[src/hw/rtl/rts_pkg.sv]
// rts_pkg: shared types, codes and helper functions for the rtf token scanner
// no dependencies; used by every module under hw/rtl
package rts_pkg;

   localparam int MAX_NAME_LETTERS   = 32;
   localparam int LETTER_COUNT_WIDTH = $clog2(MAX_NAME_LETTERS + 1);
   localparam int QUEUE_DEPTH        = 4;
   localparam int QUEUE_PTR_WIDTH    = $clog2(QUEUE_DEPTH);
   localparam int QUEUE_COUNT_WIDTH  = $clog2(QUEUE_DEPTH + 1);

   localparam logic [2:0] KIND_OPEN   = 3'd0;
   localparam logic [2:0] KIND_CLOSE  = 3'd1;
   localparam logic [2:0] KIND_LETTER = 3'd2;
   localparam logic [2:0] KIND_WEND   = 3'd3;
   localparam logic [2:0] KIND_SYMBOL = 3'd4;
   localparam logic [2:0] KIND_HEX    = 3'd5;
   localparam logic [2:0] KIND_TEXT   = 3'd6;
   localparam logic [2:0] KIND_BINARY = 3'd7;

   localparam logic [2:0] MODE_IDLE   = 3'd0;
   localparam logic [2:0] MODE_ESC    = 3'd1;
   localparam logic [2:0] MODE_WORD   = 3'd2;
   localparam logic [2:0] MODE_NEG    = 3'd3;
   localparam logic [2:0] MODE_DIGITS = 3'd4;
   localparam logic [2:0] MODE_HEX1   = 3'd5;
   localparam logic [2:0] MODE_HEX2   = 3'd6;
   localparam logic [2:0] MODE_BIN    = 3'd7;

   localparam logic [7:0] CHAR_LF        = 8'h0a;
   localparam logic [7:0] CHAR_CR        = 8'h0d;
   localparam logic [7:0] CHAR_SPACE     = 8'h20;
   localparam logic [7:0] CHAR_QUOTE     = 8'h27;
   localparam logic [7:0] CHAR_MINUS     = 8'h2d;
   localparam logic [7:0] CHAR_ZERO      = 8'h30;
   localparam logic [7:0] CHAR_NINE      = 8'h39;
   localparam logic [7:0] CHAR_BACKSLASH = 8'h5c;
   localparam logic [7:0] CHAR_OPEN      = 8'h7b;
   localparam logic [7:0] CHAR_CLOSE     = 8'h7d;
   localparam logic [7:0] CHAR_B         = 8'h62;
   localparam logic [7:0] CHAR_I         = 8'h69;
   localparam logic [7:0] CHAR_N         = 8'h6e;

   localparam logic [31:0] PARAM_POS_LIMIT = 32'h7fff_ffff;
   localparam logic [31:0] PARAM_MAG_LIMIT = 32'h8000_0000;
   localparam logic [3:0]  NIBBLE_OFFSET   = 4'd9;

   typedef struct packed {
      logic [7:0] data_byte;
      logic       end_of_input;
   } req_payload_type;

   typedef struct packed {
      logic [2:0]         token_kind;
      logic [7:0]         token_byte;
      logic               has_param;
      logic signed [31:0] param_value;
      logic               last_of_run;
   } rsp_payload_type;

   typedef struct packed {
      logic            two_tokens;
      rsp_payload_type first_token;
      rsp_payload_type second_token;
   } queue_entry_type;

   typedef struct packed {
      logic empty;
      logic full;
   } queue_status_type;

   function automatic rsp_payload_type make_token(input logic [2:0] kind,
                                                  input logic [7:0] value,
                                                  input logic hp,
                                                  input logic [31:0] pv);
      rsp_payload_type t;
      t.token_kind  = kind;
      t.token_byte  = value;
      t.has_param   = hp;
      t.param_value = pv;
      t.last_of_run = 1'b0;
      return t;
   endfunction

   function automatic logic is_letter(input logic [7:0] c);
      return ((c >= 8'h61) && (c <= 8'h7a)) || ((c >= 8'h41) && (c <= 8'h5a));
   endfunction

   function automatic logic is_digit(input logic [7:0] c);
      return (c >= CHAR_ZERO) && (c <= CHAR_NINE);
   endfunction

   function automatic logic [3:0] nibble_of(input logic [7:0] c);
      return c[4] ? c[3:0] : (c[3:0] + NIBBLE_OFFSET);
   endfunction

   function automatic logic [7:0] bin_letter(input logic [1:0] idx);
      logic [7:0] r;
      case (idx)
         2'd0: r = CHAR_B;
         2'd1: r = CHAR_I;
         default: r = CHAR_N;
      endcase
      return r;
   endfunction

endpackage

[src/hw/rtl/rts_front.sv]
// rts_front: accepts stream bytes, runs the scan state machine, builds token pairs
// depends on rts_pkg; pushes into rts_queue
module rts_front (
   input  logic                      clock,
   input  logic                      reset,
   input  logic                      req_valid,
   output logic                      req_ready,
   input  rts_pkg::req_payload_type  req_data,
   input  rts_pkg::queue_status_type queue_status,
   output logic                      push_valid,
   output rts_pkg::queue_entry_type  push_entry
);

   logic [2:0]                             mode_ff, mode_in;
   logic [rts_pkg::LETTER_COUNT_WIDTH-1:0] letter_count_ff, letter_count_in;
   logic [1:0]                             name_match_ff, name_match_in;
   logic [31:0]                            param_accum_ff, param_accum_in;
   logic                                   param_negative_ff, param_negative_in;
   logic                                   digits_seen_ff, digits_seen_in;
   logic [7:0]                             hex_accum_ff, hex_accum_in;
   logic [30:0]                            binary_remaining_ff, binary_remaining_in;

   logic                      accept;
   logic [7:0]                c;
   logic                      at_end;
   rts_pkg::rsp_payload_type  tok_list [2];
   logic [1:0]                tok_count;
   logic                      do_finish, do_idle, do_bin;
   logic [30:0]               bin_base;
   logic [30:0]               bin_left;
   logic [35:0]               digit_sum;
   logic [31:0]               digit_accum;
   logic [31:0]               word_value;
   logic [30:0]               bin_start;
   logic                      is_bin_word;
   logic [7:0]                hex_value;

   assign accept    = req_valid && req_ready;
   assign req_ready = !queue_status.full;
   assign c         = req_data.data_byte;
   assign at_end    = req_data.end_of_input;

   assign digit_sum = ({4'd0, param_accum_ff} << 3) + ({4'd0, param_accum_ff} << 1)
                      + {32'd0, c[3:0]};
   assign digit_accum = (digit_sum > {4'd0, rts_pkg::PARAM_MAG_LIMIT}) ?
                        rts_pkg::PARAM_MAG_LIMIT : digit_sum[31:0];
   assign word_value = param_negative_ff ? (32'd0 - param_accum_ff) :
                       ((param_accum_ff > rts_pkg::PARAM_POS_LIMIT) ?
                        rts_pkg::PARAM_POS_LIMIT : param_accum_ff);
   assign bin_start = (param_accum_ff > rts_pkg::PARAM_POS_LIMIT) ?
                      rts_pkg::PARAM_POS_LIMIT[30:0] : param_accum_ff[30:0];
   assign is_bin_word = (int'(letter_count_ff) == 3) && (name_match_ff == 2'd3);
   assign hex_value = at_end ? hex_accum_ff : {hex_accum_ff[3:0], rts_pkg::nibble_of(c)};

   always_comb begin
      mode_in             = mode_ff;
      letter_count_in     = letter_count_ff;
      name_match_in       = name_match_ff;
      param_accum_in      = param_accum_ff;
      param_negative_in   = param_negative_ff;
      digits_seen_in      = digits_seen_ff;
      hex_accum_in        = hex_accum_ff;
      binary_remaining_in = binary_remaining_ff;
      tok_list[0] = rts_pkg::make_token(rts_pkg::KIND_OPEN, 8'd0, 1'b0, 32'd0);
      tok_list[1] = rts_pkg::make_token(rts_pkg::KIND_OPEN, 8'd0, 1'b0, 32'd0);
      tok_count = 2'd0;
      do_finish = 1'b0;
      do_idle   = 1'b0;
      do_bin    = 1'b0;
      bin_base  = binary_remaining_ff;
      bin_left  = 31'd0;

      case (mode_ff)
         rts_pkg::MODE_ESC: begin
            if (at_end) begin
               mode_in = rts_pkg::MODE_IDLE;
               tok_list[0] = rts_pkg::make_token(rts_pkg::KIND_CLOSE, 8'd0, 1'b0, 32'd0);
               tok_count = 2'd1;
            end else if (rts_pkg::is_letter(c)) begin
               letter_count_in   = rts_pkg::LETTER_COUNT_WIDTH'(1);
               name_match_in     = (c == rts_pkg::CHAR_B) ? 2'd1 : 2'd0;
               param_accum_in    = 32'd0;
               param_negative_in = 1'b0;
               digits_seen_in    = 1'b0;
               mode_in           = rts_pkg::MODE_WORD;
               tok_list[0] = rts_pkg::make_token(rts_pkg::KIND_LETTER, c, 1'b0, 32'd0);
               tok_count = 2'd1;
            end else if (c == rts_pkg::CHAR_QUOTE) begin
               hex_accum_in = 8'd0;
               mode_in      = rts_pkg::MODE_HEX1;
            end else begin
               mode_in = rts_pkg::MODE_IDLE;
               tok_list[0] = rts_pkg::make_token(rts_pkg::KIND_SYMBOL, c, 1'b0, 32'd0);
               tok_count = 2'd1;
            end
         end
         rts_pkg::MODE_WORD: begin
            if (at_end) begin
               do_finish = 1'b1;
            end else if (rts_pkg::is_letter(c) &&
                         (int'(letter_count_ff) < rts_pkg::MAX_NAME_LETTERS)) begin
               if ((int'(letter_count_ff) < 3) && (name_match_ff == 2'(letter_count_ff)) &&
                   (c == rts_pkg::bin_letter(2'(letter_count_ff)))) begin
                  name_match_in = name_match_ff + 2'd1;
               end
               letter_count_in = letter_count_ff + rts_pkg::LETTER_COUNT_WIDTH'(1);
               tok_list[0] = rts_pkg::make_token(rts_pkg::KIND_LETTER, c, 1'b0, 32'd0);
               tok_count = 2'd1;
            end else if (c == rts_pkg::CHAR_MINUS) begin
               param_negative_in = 1'b1;
               mode_in = rts_pkg::MODE_NEG;
            end else if (rts_pkg::is_digit(c)) begin
               param_accum_in = digit_accum;
               digits_seen_in = 1'b1;
               mode_in = rts_pkg::MODE_DIGITS;
            end else begin
               do_finish = 1'b1;
            end
         end
         rts_pkg::MODE_NEG: begin
            if (at_end) begin
               mode_in = rts_pkg::MODE_IDLE;
               tok_list[0] = rts_pkg::make_token(rts_pkg::KIND_CLOSE, 8'd0, 1'b0, 32'd0);
               tok_count = 2'd1;
            end else if (rts_pkg::is_digit(c)) begin
               param_accum_in = digit_accum;
               digits_seen_in = 1'b1;
               mode_in = rts_pkg::MODE_DIGITS;
            end else begin
               do_finish = 1'b1;
            end
         end
         rts_pkg::MODE_DIGITS: begin
            if (!at_end && rts_pkg::is_digit(c)) begin
               param_accum_in = digit_accum;
               digits_seen_in = 1'b1;
            end else begin
               do_finish = 1'b1;
            end
         end
         rts_pkg::MODE_HEX1: begin
            if (at_end) begin
               mode_in = rts_pkg::MODE_IDLE;
               tok_list[0] = rts_pkg::make_token(rts_pkg::KIND_CLOSE, 8'd0, 1'b0, 32'd0);
               tok_count = 2'd1;
            end else begin
               hex_accum_in = {4'd0, rts_pkg::nibble_of(c)};
               mode_in = rts_pkg::MODE_HEX2;
            end
         end
         rts_pkg::MODE_HEX2: begin
            hex_accum_in = hex_value;
            mode_in = rts_pkg::MODE_IDLE;
            tok_list[0] = rts_pkg::make_token(rts_pkg::KIND_HEX, hex_value, 1'b1,
                                              {24'd0, hex_value});
            tok_count = 2'd1;
         end
         rts_pkg::MODE_BIN: begin
            if (at_end) begin
               binary_remaining_in = 31'd0;
               mode_in = rts_pkg::MODE_IDLE;
               tok_list[0] = rts_pkg::make_token(rts_pkg::KIND_CLOSE, 8'd0, 1'b0, 32'd0);
               tok_count = 2'd1;
            end else begin
               do_bin = 1'b1;
            end
         end
         default: begin
            if (at_end) begin
               mode_in = rts_pkg::MODE_IDLE;
               tok_list[0] = rts_pkg::make_token(rts_pkg::KIND_CLOSE, 8'd0, 1'b0, 32'd0);
               tok_count = 2'd1;
            end else begin
               do_idle = 1'b1;
            end
         end
      endcase

      // word end, then a delimiter other than a space goes on as a fresh byte
      if (do_finish) begin
         tok_list[0] = rts_pkg::make_token(rts_pkg::KIND_WEND, 8'd0, digits_seen_ff,
                                           word_value);
         tok_count = 2'd1;
         if (is_bin_word && !param_negative_ff && (param_accum_ff != 32'd0)) begin
            if (at_end) begin
               binary_remaining_in = 31'd0;
               mode_in = rts_pkg::MODE_IDLE;
               tok_list[1] = rts_pkg::make_token(rts_pkg::KIND_CLOSE, 8'd0, 1'b0, 32'd0);
               tok_count = 2'd2;
            end else begin
               binary_remaining_in = bin_start;
               mode_in = rts_pkg::MODE_BIN;
               bin_base = bin_start;
               do_bin = (c != rts_pkg::CHAR_SPACE);
            end
         end else begin
            mode_in = rts_pkg::MODE_IDLE;
            do_idle = !at_end && (c != rts_pkg::CHAR_SPACE);
         end
      end

      if (do_bin) begin
         bin_left = (bin_base != 31'd0) ? (bin_base - 31'd1) : 31'd0;
         binary_remaining_in = bin_left;
         mode_in = (bin_left == 31'd0) ? rts_pkg::MODE_IDLE : rts_pkg::MODE_BIN;
         tok_list[tok_count[0]] = rts_pkg::make_token(rts_pkg::KIND_BINARY, c, 1'b0, 32'd0);
         tok_count = tok_count + 2'd1;
      end

      if (do_idle) begin
         mode_in = rts_pkg::MODE_IDLE;
         if ((c == rts_pkg::CHAR_LF) || (c == rts_pkg::CHAR_CR)) begin
            mode_in = rts_pkg::MODE_IDLE;
         end else if (c == rts_pkg::CHAR_BACKSLASH) begin
            mode_in = rts_pkg::MODE_ESC;
         end else begin
            if (c == rts_pkg::CHAR_OPEN) begin
               tok_list[tok_count[0]] = rts_pkg::make_token(rts_pkg::KIND_OPEN, 8'd0, 1'b0,
                                                            32'd0);
            end else if (c == rts_pkg::CHAR_CLOSE) begin
               tok_list[tok_count[0]] = rts_pkg::make_token(rts_pkg::KIND_CLOSE, 8'd0, 1'b0,
                                                            32'd0);
            end else begin
               tok_list[tok_count[0]] = rts_pkg::make_token(rts_pkg::KIND_TEXT, c, 1'b0,
                                                            32'd0);
            end
            tok_count = tok_count + 2'd1;
         end
      end

      if (tok_count == 2'd2) begin
         tok_list[1].last_of_run = 1'b1;
      end else begin
         tok_list[0].last_of_run = 1'b1;
      end
   end

   assign push_valid              = accept && (tok_count != 2'd0);
   assign push_entry.two_tokens   = tok_count[1];
   assign push_entry.first_token  = tok_list[0];
   assign push_entry.second_token = tok_list[1];

   always_ff @(posedge clock) begin
      if (reset) begin
         mode_ff <= rts_pkg::MODE_IDLE;
      end else if (accept) begin
         mode_ff <= mode_in;
      end
   end

   always_ff @(posedge clock) begin
      if (accept) begin
         letter_count_ff     <= letter_count_in;
         name_match_ff       <= name_match_in;
         param_accum_ff      <= param_accum_in;
         param_negative_ff   <= param_negative_in;
         digits_seen_ff      <= digits_seen_in;
         hex_accum_ff        <= hex_accum_in;
         binary_remaining_ff <= binary_remaining_in;
      end
   end

endmodule

[src/hw/rtl/rts_queue.sv]
// rts_queue: short register queue of token pairs between front and back
// depends on rts_pkg
module rts_queue (
   input  logic                      clock,
   input  logic                      reset,
   input  logic                      push_valid,
   input  rts_pkg::queue_entry_type  push_entry,
   input  logic                      pop_valid,
   output rts_pkg::queue_entry_type  pop_entry,
   output rts_pkg::queue_status_type status
);

   rts_pkg::queue_entry_type                entries_ff [rts_pkg::QUEUE_DEPTH];
   logic [rts_pkg::QUEUE_PTR_WIDTH-1:0]     wr_ptr_ff, wr_ptr_in;
   logic [rts_pkg::QUEUE_PTR_WIDTH-1:0]     rd_ptr_ff, rd_ptr_in;
   logic [rts_pkg::QUEUE_COUNT_WIDTH-1:0]   count_ff, count_in;

   localparam logic [rts_pkg::QUEUE_PTR_WIDTH-1:0] LAST_PTR =
      rts_pkg::QUEUE_PTR_WIDTH'(rts_pkg::QUEUE_DEPTH - 1);
   localparam logic [rts_pkg::QUEUE_COUNT_WIDTH-1:0] FULL_COUNT =
      rts_pkg::QUEUE_COUNT_WIDTH'(rts_pkg::QUEUE_DEPTH);

   assign pop_entry    = entries_ff[rd_ptr_ff];
   assign status.empty = (count_ff == '0);
   assign status.full  = (count_ff == FULL_COUNT);

   always_comb begin
      wr_ptr_in = wr_ptr_ff;
      rd_ptr_in = rd_ptr_ff;
      count_in  = count_ff;
      if (push_valid) begin
         wr_ptr_in = (wr_ptr_ff == LAST_PTR) ? '0 :
                     (wr_ptr_ff + rts_pkg::QUEUE_PTR_WIDTH'(1));
      end
      if (pop_valid) begin
         rd_ptr_in = (rd_ptr_ff == LAST_PTR) ? '0 :
                     (rd_ptr_ff + rts_pkg::QUEUE_PTR_WIDTH'(1));
      end
      if (push_valid && !pop_valid) begin
         count_in = count_ff + rts_pkg::QUEUE_COUNT_WIDTH'(1);
      end else if (!push_valid && pop_valid) begin
         count_in = count_ff - rts_pkg::QUEUE_COUNT_WIDTH'(1);
      end
   end

   always_ff @(posedge clock) begin
      if (reset) begin
         wr_ptr_ff <= '0;
         rd_ptr_ff <= '0;
         count_ff  <= '0;
      end else begin
         wr_ptr_ff <= wr_ptr_in;
         rd_ptr_ff <= rd_ptr_in;
         count_ff  <= count_in;
      end
   end

   always_ff @(posedge clock) begin
      if (push_valid) begin
         entries_ff[wr_ptr_ff] <= push_entry;
      end
   end

endmodule

[src/hw/rtl/rts_back.sv]
// rts_back: unpacks queued token pairs into single result transactions
// depends on rts_pkg; pops from rts_queue
module rts_back (
   input  logic                      clock,
   input  logic                      reset,
   input  rts_pkg::queue_status_type queue_status,
   input  rts_pkg::queue_entry_type  pop_entry,
   output logic                      pop_valid,
   output logic                      rsp_valid,
   input  logic                      rsp_ready,
   output rts_pkg::rsp_payload_type  rsp_data
);

   logic                     out_valid_ff, out_valid_in;
   rts_pkg::rsp_payload_type out_tok_ff, out_tok_in;
   logic                     pend_valid_ff, pend_valid_in;
   rts_pkg::rsp_payload_type pend_tok_ff, pend_tok_in;
   logic                     load;

   assign load      = !out_valid_ff || rsp_ready;
   assign pop_valid = load && !pend_valid_ff && !queue_status.empty;
   assign rsp_valid = out_valid_ff;
   assign rsp_data  = out_tok_ff;

   always_comb begin
      out_valid_in  = out_valid_ff;
      out_tok_in    = out_tok_ff;
      pend_valid_in = pend_valid_ff;
      pend_tok_in   = pend_tok_ff;
      if (load) begin
         if (pend_valid_ff) begin
            out_valid_in  = 1'b1;
            out_tok_in    = pend_tok_ff;
            pend_valid_in = 1'b0;
         end else if (!queue_status.empty) begin
            out_valid_in  = 1'b1;
            out_tok_in    = pop_entry.first_token;
            pend_valid_in = pop_entry.two_tokens;
            pend_tok_in   = pop_entry.second_token;
         end else begin
            out_valid_in = 1'b0;
         end
      end
   end

   always_ff @(posedge clock) begin
      if (reset) begin
         out_valid_ff  <= 1'b0;
         pend_valid_ff <= 1'b0;
      end else begin
         out_valid_ff  <= out_valid_in;
         pend_valid_ff <= pend_valid_in;
      end
   end

   always_ff @(posedge clock) begin
      out_tok_ff  <= out_tok_in;
      pend_tok_ff <= pend_tok_in;
   end

   a_pend_needs_out: assert property (@(posedge clock) disable iff (reset)
      pend_valid_ff |-> out_valid_ff)
      else $error("second token pending without a first token shown");

   a_pend_is_last: assert property (@(posedge clock) disable iff (reset)
      pend_valid_ff |-> (pend_tok_ff.last_of_run && !out_tok_ff.last_of_run))
      else $error("token pair has wrong last_of_run marks");

   a_pop_nonempty: assert property (@(posedge clock) disable iff (reset)
      pop_valid |-> (!queue_status.empty && !pend_valid_ff))
      else $error("pop from empty queue or while a token is pending");

endmodule

[src/hw/rtl/rtf_token_scanner.sv]
// rtf_token_scanner: top level of the byte-serial rtf tokenizer
// depends on rts_pkg, rts_front, rts_queue, rts_back
//
// Takes one byte of an rtf stream (or an end-of-input marker) per request
// transaction and returns group, control word, symbol, hex, text and binary
// tokens as response transactions. The front scanner takes one byte per
// cycle while the queue is not full; a byte that finishes a control word and
// also starts the next token yields two responses, which the back end sends
// one after the other. A four-entry queue between the scanner and the back
// end absorbs these, so the request side only stalls when the queue fills,
// i.e. when responses are produced faster than one per cycle or rsp_ready is
// held low. Tokens pass the queue, then the back end's output register.
module rtf_token_scanner (
   input  logic                     clock,
   input  logic                     reset,
   input  logic                     req_valid,
   output logic                     req_ready,
   input  rts_pkg::req_payload_type req_data,
   output logic                     rsp_valid,
   input  logic                     rsp_ready,
   output rts_pkg::rsp_payload_type rsp_data
);

   rts_pkg::queue_status_type queue_status;
   rts_pkg::queue_entry_type  push_entry;
   rts_pkg::queue_entry_type  pop_entry;
   logic                      push_valid;
   logic                      pop_valid;

   rts_front u_front (
      .clock        (clock),
      .reset        (reset),
      .req_valid    (req_valid),
      .req_ready    (req_ready),
      .req_data     (req_data),
      .queue_status (queue_status),
      .push_valid   (push_valid),
      .push_entry   (push_entry)
   );

   rts_queue u_queue (
      .clock      (clock),
      .reset      (reset),
      .push_valid (push_valid),
      .push_entry (push_entry),
      .pop_valid  (pop_valid),
      .pop_entry  (pop_entry),
      .status     (queue_status)
   );

   rts_back u_back (
      .clock        (clock),
      .reset        (reset),
      .queue_status (queue_status),
      .pop_entry    (pop_entry),
      .pop_valid    (pop_valid),
      .rsp_valid    (rsp_valid),
      .rsp_ready    (rsp_ready),
      .rsp_data     (rsp_data)
   );

endmodule
[config.mk]
export PLATFORM = sky130hd
export DESIGN_NAME = rtf_token_scanner
export DESIGN_NICKNAME = d
export VERILOG_FILES = /design/src/hw/rtl/rts_pkg.sv /design/src/hw/rtl/rts_front.sv /design/src/hw/rtl/rts_queue.sv /design/src/hw/rtl/rts_back.sv /design/src/hw/rtl/rtf_token_scanner.sv
export SDC_FILE = /design/constraint.sdc
export NUM_CORES = 1
export LEC_CHECK = 0
export BUFFER_PORTS_ARGS = -buffer_cell sky130_fd_sc_hd__buf_2
export CORE_MARGIN = 2
export CORE_UTILIZATION = 64
export CTS_BUF_LIST = sky130_fd_sc_hd__clkbuf_16
export CTS_CLUSTER_SIZE = 25
export DETAILED_ROUTE_END_ITERATION = 8
export PLACE_DENSITY_LB_ADDON = 0.08
export SYNTH_ARGS = -nofsm -noshare
export SYNTH_HDL_FRONTEND = slang
export SYNTH_HIERARCHICAL = 1
export SYNTH_SLANG_ARGS = --single-unit
[constraint.sdc]
create_clock -name clock -period 8.98 [get_ports clock]
set_clock_uncertainty 0.05 [all_clocks]
set_input_delay 0.449 -clock clock [delete_from_list [all_inputs] [get_ports clock]]
set_output_delay 0.449 -clock clock [all_outputs]
set_load 0.03 [all_outputs]
## Word-level counts from Yosys, hierarchy flattened

Memories as Yosys holds them, arrays and structs flattened. A register that Yosys moved wholly into a read port is not among the register bits.
Index checks and enable logic that the tools add are counted.

- Register bits after elaboration: 183
- Memory bits (writable): 364
- Input port bits: 13
- Word-level logic and storage cells: 296
- Memories kept: 1

- Add/sub/neg operators: 13
- $lt $le $gt $ge: 14
- Equal/unequal tests: 42
- Mux-type cells: 144
- Bitwise logic cells: 9
- Reductions and logical operators: 50

Memory list:

| name | depth | bits a word | read ports | clocked after memory_dff | wr ports | line | source |
|---|---|---|---|---|---|---|---|
| u_queue.entries_ff | 4 | 91 | 1 | 1 | 1 | rts_queue.sv:13 | `rts_pkg::queue_entry_type entries_ff [rts_pkg::QUEUE_DEPTH];` |

Operators by type and width:

| cell | count |
|---|---|
| $mux 90 | 7 |
| $mux 45 | 8 |
| $mux 32 | 11 |
| $mux 31 | 11 |
| $bwmux 90 | 2 |
| $pmux 45 s4 | 1 |
| $pmux 32 s4 | 1 |
| $and 90x90->90 | 1 |
| $demux 45 s1 | 2 |
| $not 90->90 | 1 |
| $and 88x88->88 | 1 |
| $not 88->88 | 1 |
| $mux 43 | 2 |
| $mux 8 | 8 |
| $mux 3 | 19 |
| $mux 44 | 1 |
| $mux 1 | 38 |
| $mux 2 | 19 |
| $add 35x33->36 | 1 |
| $add 36x4->36 | 1 |
| $gt 36x32->1 const B | 1 |
| $eq 8x7->1 const B | 4 |
| $gt 32x31->1 const B | 1 |
| $reduce_bool 32->1 | 1 |
| other kinds (62) | 129 |

## Longest topological paths before layout

- Depth after elaboration: 23
- Depth in mapped cells: 23

## Modules after synthesis

The synthesis kept the hierarchy.

By module, submodules not included:

| module | instances | cells each | area an instance (um^2) | seq. area each (um^2) |
|---|---|---|---|---|
| rts_queue | 1 | 519 | 13660.6 | 11110.7 |
| rts_front | 1 | 1333 | 10410.0 | 2492.4 |
| rts_back | 1 | 152 | 3353.2 | 2742.6 |

## Worst setup path before layout

OpenSTA, ideal clock, no wires.

- Path kind: in2reg
- Start point: input port req_data[1] (netlist name)
- End point: memory u_queue/entries_ff[0][0] (netlist name) (enable)
- Setup time: 0.459 ns
- Data arrival time: 6.062 ns
- Data required time: 8.471 ns
- Setup slack: 2.408 ns
- Stages on the path: 17
- Cells stage by stage: clkbuf_1 -> inv_1 -> ha_1 -> o21bai_1 -> a2111o_1 -> o22a_1 -> and4_1 -> clkbuf_1 -> a22o_1 -> clkbuf_1 -> buf_1 -> ha_1 -> inv_1 -> o211ai_1 -> inv_1 -> a21oi_1 -> and2_1

RTL lines:

| what | line | source |
|---|---|---|
| start, declared | rtf_token_scanner.sv:18 | `input rts_pkg::req_payload_type req_data,` |
| end, declared | rts_queue.sv:13 |  |

==> qor_table.md <==
| Stage | Metric | Reported |
| --- | --- | --- |
| floorplan | Site row count | 75 |
| yosys | Async set-or-reset flop fraction in the synthesized netlist | 0% |
| cts | Post_cts resized | 0 |
| timing | Worst slew margin | 21.8% |
| grt | Maximum number of pins on one net before global-route repair | 61 |
| hold path | End point of the most critical hold path | u_back/pend_valid_ff |
| setup path | Largest fanout on the critical path | 60 |
| yosys | Count of distinct cell types in the synthesized netlist | 85 |
| setup path | Crit-path leading delay family | simple AND/OR/NAND/NOR gates |
| drt | Wire length on met2 | 31500 microns |
| grt | Vias in the first global route | 17100 |
| yosys | Basic-gate share of the synthesized area counting and, or, nand and nor cells | 11.2% |
| cts | Clock Latency Late Sink | 610 ps |
| drt | Uppermost routed layer | met4 |
| floorplan | Boundary Pins | 60 |
| timing | Worst setup margin | 2640 ps |
| setup path | Data arrival time of the critical path | 6530 ps |
| floorplan | Core ar. | 42100 sq um |
| drt | Post-DRT Antenna Nets | 0 |
| cts | CTS sink count | 549 |
| cts | Clock Tree Buf Depth | 3 |
| floorplan | Die boundary width | 211 microns |
| setup path | Worst path buffer plus inverter count | 4 |
| placement | Port buffer count | 59 |
| setup path | Start of the worst register-to-register path | u_front/mode_ff[1] |
| timing | WHS | 100 ps |
| cts | Total CTS buffers | 54 |
| drt | Mean number of vias per cell | 6.69 |
| finish | Number of inserted diodes | 0 |
| placement | Worst slack, placed | 2690 ps |
| yosys | Adder-Cell Fraction of Synth Area | 4.05% |
| setup path | Required time of the worst setup path | 9170 ps |
| cts | Number of buffers added to fix hold violations after cts | 0 |
| grt | All-Layer GR Usage | 30.1% |
| floorplan | Initial Utilization | 65.1% |
| finish | Finished Core Util | 70.5% |
| setup path | List of cells traversed by the critical path | or3b_1, a41oi_1, o22a_1, and4_1, a22o_1, buf_4, ha_1, inv_1, o211ai_1, inv_1, a21oi_1, and2_4, buf_4 |
| grt | Total congestion overflow | 0 |
| drt | Via Count | 17400 |
| power and ir drop | Leakage power summed over all cells | 10.1 nW |
| placement | Estimated wirelength of the detail-placed design | 42300 microns |
| timing | Final Max Tran Viols | 0 |
| drt | Post-Route WL | 65600 microns |
| yosys | Xor/xnor cell area share of the yosys netlist | 2.68% |
| drt | Pre-antenna DRT Iters | 6 |
| drt | DRC violation total after the first TritonRoute iteration | 1829 |
| timing | Number of hold violations in the final report | 0 |
| setup path | Launch point of the worst path | u_front/mode_ff[1] |
| yosys | Gate count after technology mapping | 2004 |
| setup path | Worst R2R Path Depth | 13 |
| hold path | WHS Path Cells | 3 |
| floorplan | Area of the die | 44500 sq um |
| grt | Initial antenna violation count | 1 |
| grt | First-pass GRT wire length | 101000 microns |
| timing | Period utilisation layout | 70.6% |
| timing | Minimum clock period | 6340 ps |
| cts | # H-tree levels | 2 |
| timing | Final setup violation count | 0 |
| power and ir drop | Power density over cell area | 300 nW/um^2 |
| yosys | Summed instance area of the synthesized netlist | 27400 sq um |
| finish | FILL cells | 2722 |
| cts | Clk slew on worst S/H paths | 60 ps |
| timing | Worst Max-Slew Pin Slew | 1170 ps |
| timing | RSZ-0062 raised after global routing | no |
| setup path | Largest stage delay on the critical path | 900 ps |
| placement | Gp weighted congestion | 0.968 |
| drt | Wire per inst | 25.2 microns |
| yosys | Compound-cell area share of the yosys netlist | 8.62% |
| yosys | Primary FF master, synth | sky130_fd_sc_hd__edfxtp_1 |
| setup path | Cell with the largest stage delay on the worst path | sky130_fd_sc_hd__and2_4 |
| timing | Fmax | 0.158 GHz |
| yosys | Combinational family with the most area after synthesis | simple AND/OR/NAND/NOR gates |
| status | Status | finished clean |
| finish | Final layout net count | 2129 |
| setup path | Register-to-Register Setup Slack | 2640 ps |
| hold path | Worst hold path class | input port to register |
| timing | Total Neg Setup Slack | 0 ps |
| cts | Buffers inserted during post-CTS setup optimization | 0 |
| drt | DR DRC count | 0 |
| floorplan | Overall die height | 211 microns |
| hold path | Startpoint of the most critical hold path | rsp_ready |
| setup path | CP Class | register to register |
| yosys | Seq cells post-synth | 549 |
| finish | Fraction of final layout cells with drive strength greater than 1 | 17.5% |
| yosys | Post-synthesis average cell area | 13.7 sq um |
| finish | Area delta synth->final | 8.25% |
| drt | DR WL met3 | 4510 microns |
| yosys | Mux share of post-synthesis cell area | 10.2% |
| cts | TritonCTS clock tree | done |
| drt | Routed length on met1 | 27500 microns |
| power and ir drop | Peak ir drop on the vdd network | 0.240 mV |
| flow run | Reported max-cap violation count | 0 |
| yosys | EDFF count, synth | 535 |
| setup path | Startpoint type of the worst setup path | register |
| cts | Root buf cell | sky130_fd_sc_hd__clkbuf_16 |
| setup path | Capture instance of the worst register-to-register path | u_queue/entries_ff[1][65] |
| setup path | Element type at the critical path end | register |
| yosys | Post-synthesis sequential area ratio | 59.6% |
| yosys | Synth Warn # | 6 |
-- Yosys cell counts (all sizes together), types with 10 or more instances --
cell type  count  area, sq um
o31ai         16          120
nand3         31          155
mux4          91         2050
and2          21          131
xnor2         47          412
o211ai        11         82.6
o21a          12         90.1
a211oi        27          203
nor3          68          360
nor2         162          611
inv           34          128
xor2          37          324
or4           20          161
nor2b         10         62.6
nand2        104          390
a211o         10         87.6
o21ai         79          399
and3          12         75.1
mux2i         13          130
or2           21          131
a31oi         14         87.6
nand4         27          169
a21oi         88          444
nand2b        13         81.3
mux2          54          608
o22ai         25          156
nor3b         15          143
or3           22          138
buf           78          633
a21o          16          120
edfxtp       535        16100
nor4          32          228
dfxtp         14          280
ha            84         1050
clkbuf        67          251
-- layout make-up --
class	instances	area (sq um)	share of cell area, %
clock inverters	42	448	1.51
multi-input cells	1308	10200	34.5
well taps	539	674	2.27
inverters	34	128	0.430
flip-flops and latches	549	16400	55.1
repair buffers	82	468	1.58
clock buffers	55	1380	4.64
-- worst max path at each step --
stage                                      to  slack, ps  cells after the start
floorplan            u_queue/entries_ff[0][0]       2410                     17
global placement    u_queue/entries_ff[0][38]       2860                     14
detailed placement  u_queue/entries_ff[1][47]       2690                     14
CTS                 u_queue/entries_ff[1][88]       2680                     13
global route        u_queue/entries_ff[1][44]       2160                     13
finish              u_queue/entries_ff[1][65]       2640                     13
-- kinds of logic (layout without fill, tap and decap cells) --
kind of cell    after synthesis  count (layout)
compound gates              363             363
xor+xnor                     84              84
fa+ha+maj                    87              87
buf+inv                     179             213
flops                       549             549
mux                         158             158
other cells                   1              33
simple gates                583             583
-- layout by cell type, fill, tap and decap left out, types with 7 or more instances in the layout --
master	n
sky130_fd_sc_hd__edfxtp_1	535
sky130_fd_sc_hd__nor2_1	161
sky130_fd_sc_hd__nand2_1	104
sky130_fd_sc_hd__mux4_2	91
sky130_fd_sc_hd__a21oi_1	86
sky130_fd_sc_hd__ha_1	84
sky130_fd_sc_hd__o21ai_0	75
sky130_fd_sc_hd__nor3_1	63
sky130_fd_sc_hd__buf_2	59
sky130_fd_sc_hd__clkbuf_16	55
sky130_fd_sc_hd__mux2_2	53
sky130_fd_sc_hd__inv_1	48
sky130_fd_sc_hd__xnor2_1	47
sky130_fd_sc_hd__xor2_1	37
sky130_fd_sc_hd__conb_1	33
sky130_fd_sc_hd__nand3_1	31
sky130_fd_sc_hd__nor4_1	29
sky130_fd_sc_hd__a211oi_1	27
sky130_fd_sc_hd__nand4_1	27
sky130_fd_sc_hd__o22ai_1	25
sky130_fd_sc_hd__buf_4	23
sky130_fd_sc_hd__or3_1	22
sky130_fd_sc_hd__or2_2	21
sky130_fd_sc_hd__or4_1	17
sky130_fd_sc_hd__and2_1	17
sky130_fd_sc_hd__o31ai_1	16
sky130_fd_sc_hd__a21o_1	16
sky130_fd_sc_hd__nand2b_1	13
sky130_fd_sc_hd__a31oi_1	13
sky130_fd_sc_hd__mux2i_1	13
sky130_fd_sc_hd__and3_1	12
sky130_fd_sc_hd__o21a_1	12
sky130_fd_sc_hd__dfxtp_1	11
sky130_fd_sc_hd__o211ai_1	11
sky130_fd_sc_hd__nor2b_1	10
sky130_fd_sc_hd__a211o_1	10
sky130_fd_sc_hd__nor3b_1	9
sky130_fd_sc_hd__bufinv_16	7
sky130_fd_sc_hd__and4_1	7
sky130_fd_sc_hd__a311oi_1	7
-- sequential cells by signal, summed over array words and instances (netlist names), 3 cells and up, named ones only --
name and cells:
u_queue/count_ff 3, u_front/param_accum_ff 32, u_front/binary_remaining_ff 31, u_front/letter_count_ff 6
u_queue/entries_ff 364, u_front/hex_accum_ff 8, u_front/mode_ff 3, u_back/pend_tok_ff 45
u_back/rsp_data 45
-- layer usage --
metal	vias up	track usage [%]
met4	0	10.8
met3	141	3.88
met5	-	0
met2	775	48.6
li1	7834	-
met1	8692	42.7
-- power breakdown --
part / internal [mW] / total [mW] / leakage, nW / switching, mW
registers: 3.67 / 3.96 / 5.12 / 0.284
logic: 0.986 / 2.64 / 4.09 / 1.65
clock network: 1.32 / 2.30 / 0.934 / 0.982
-- worst reg2reg max path, delay by kind of cell, from the launching register on --
kind                     cells  cell delay [ps]
buffers and inverters        4             1180
AND/OR/NAND/NOR              3             1920
flip-flops                   1              770
AO/OA/AOI/OAI                5             1740
adder cells (fa/ha/maj)      1              300
-- per-stage QoR --
stage	total power [mW]	area, sq um	instances
6_report	8.90	29700	2609
5_1_grt	9.30	29700	2609
4_1_cts	8.95	29700	2609
3_5_place_dp	6.61	27900	2512
3_3_place_gp	6.53	27900	2512
2_1_floorplan	5.89	27500	2036
(Power assumes the default switching activity.)
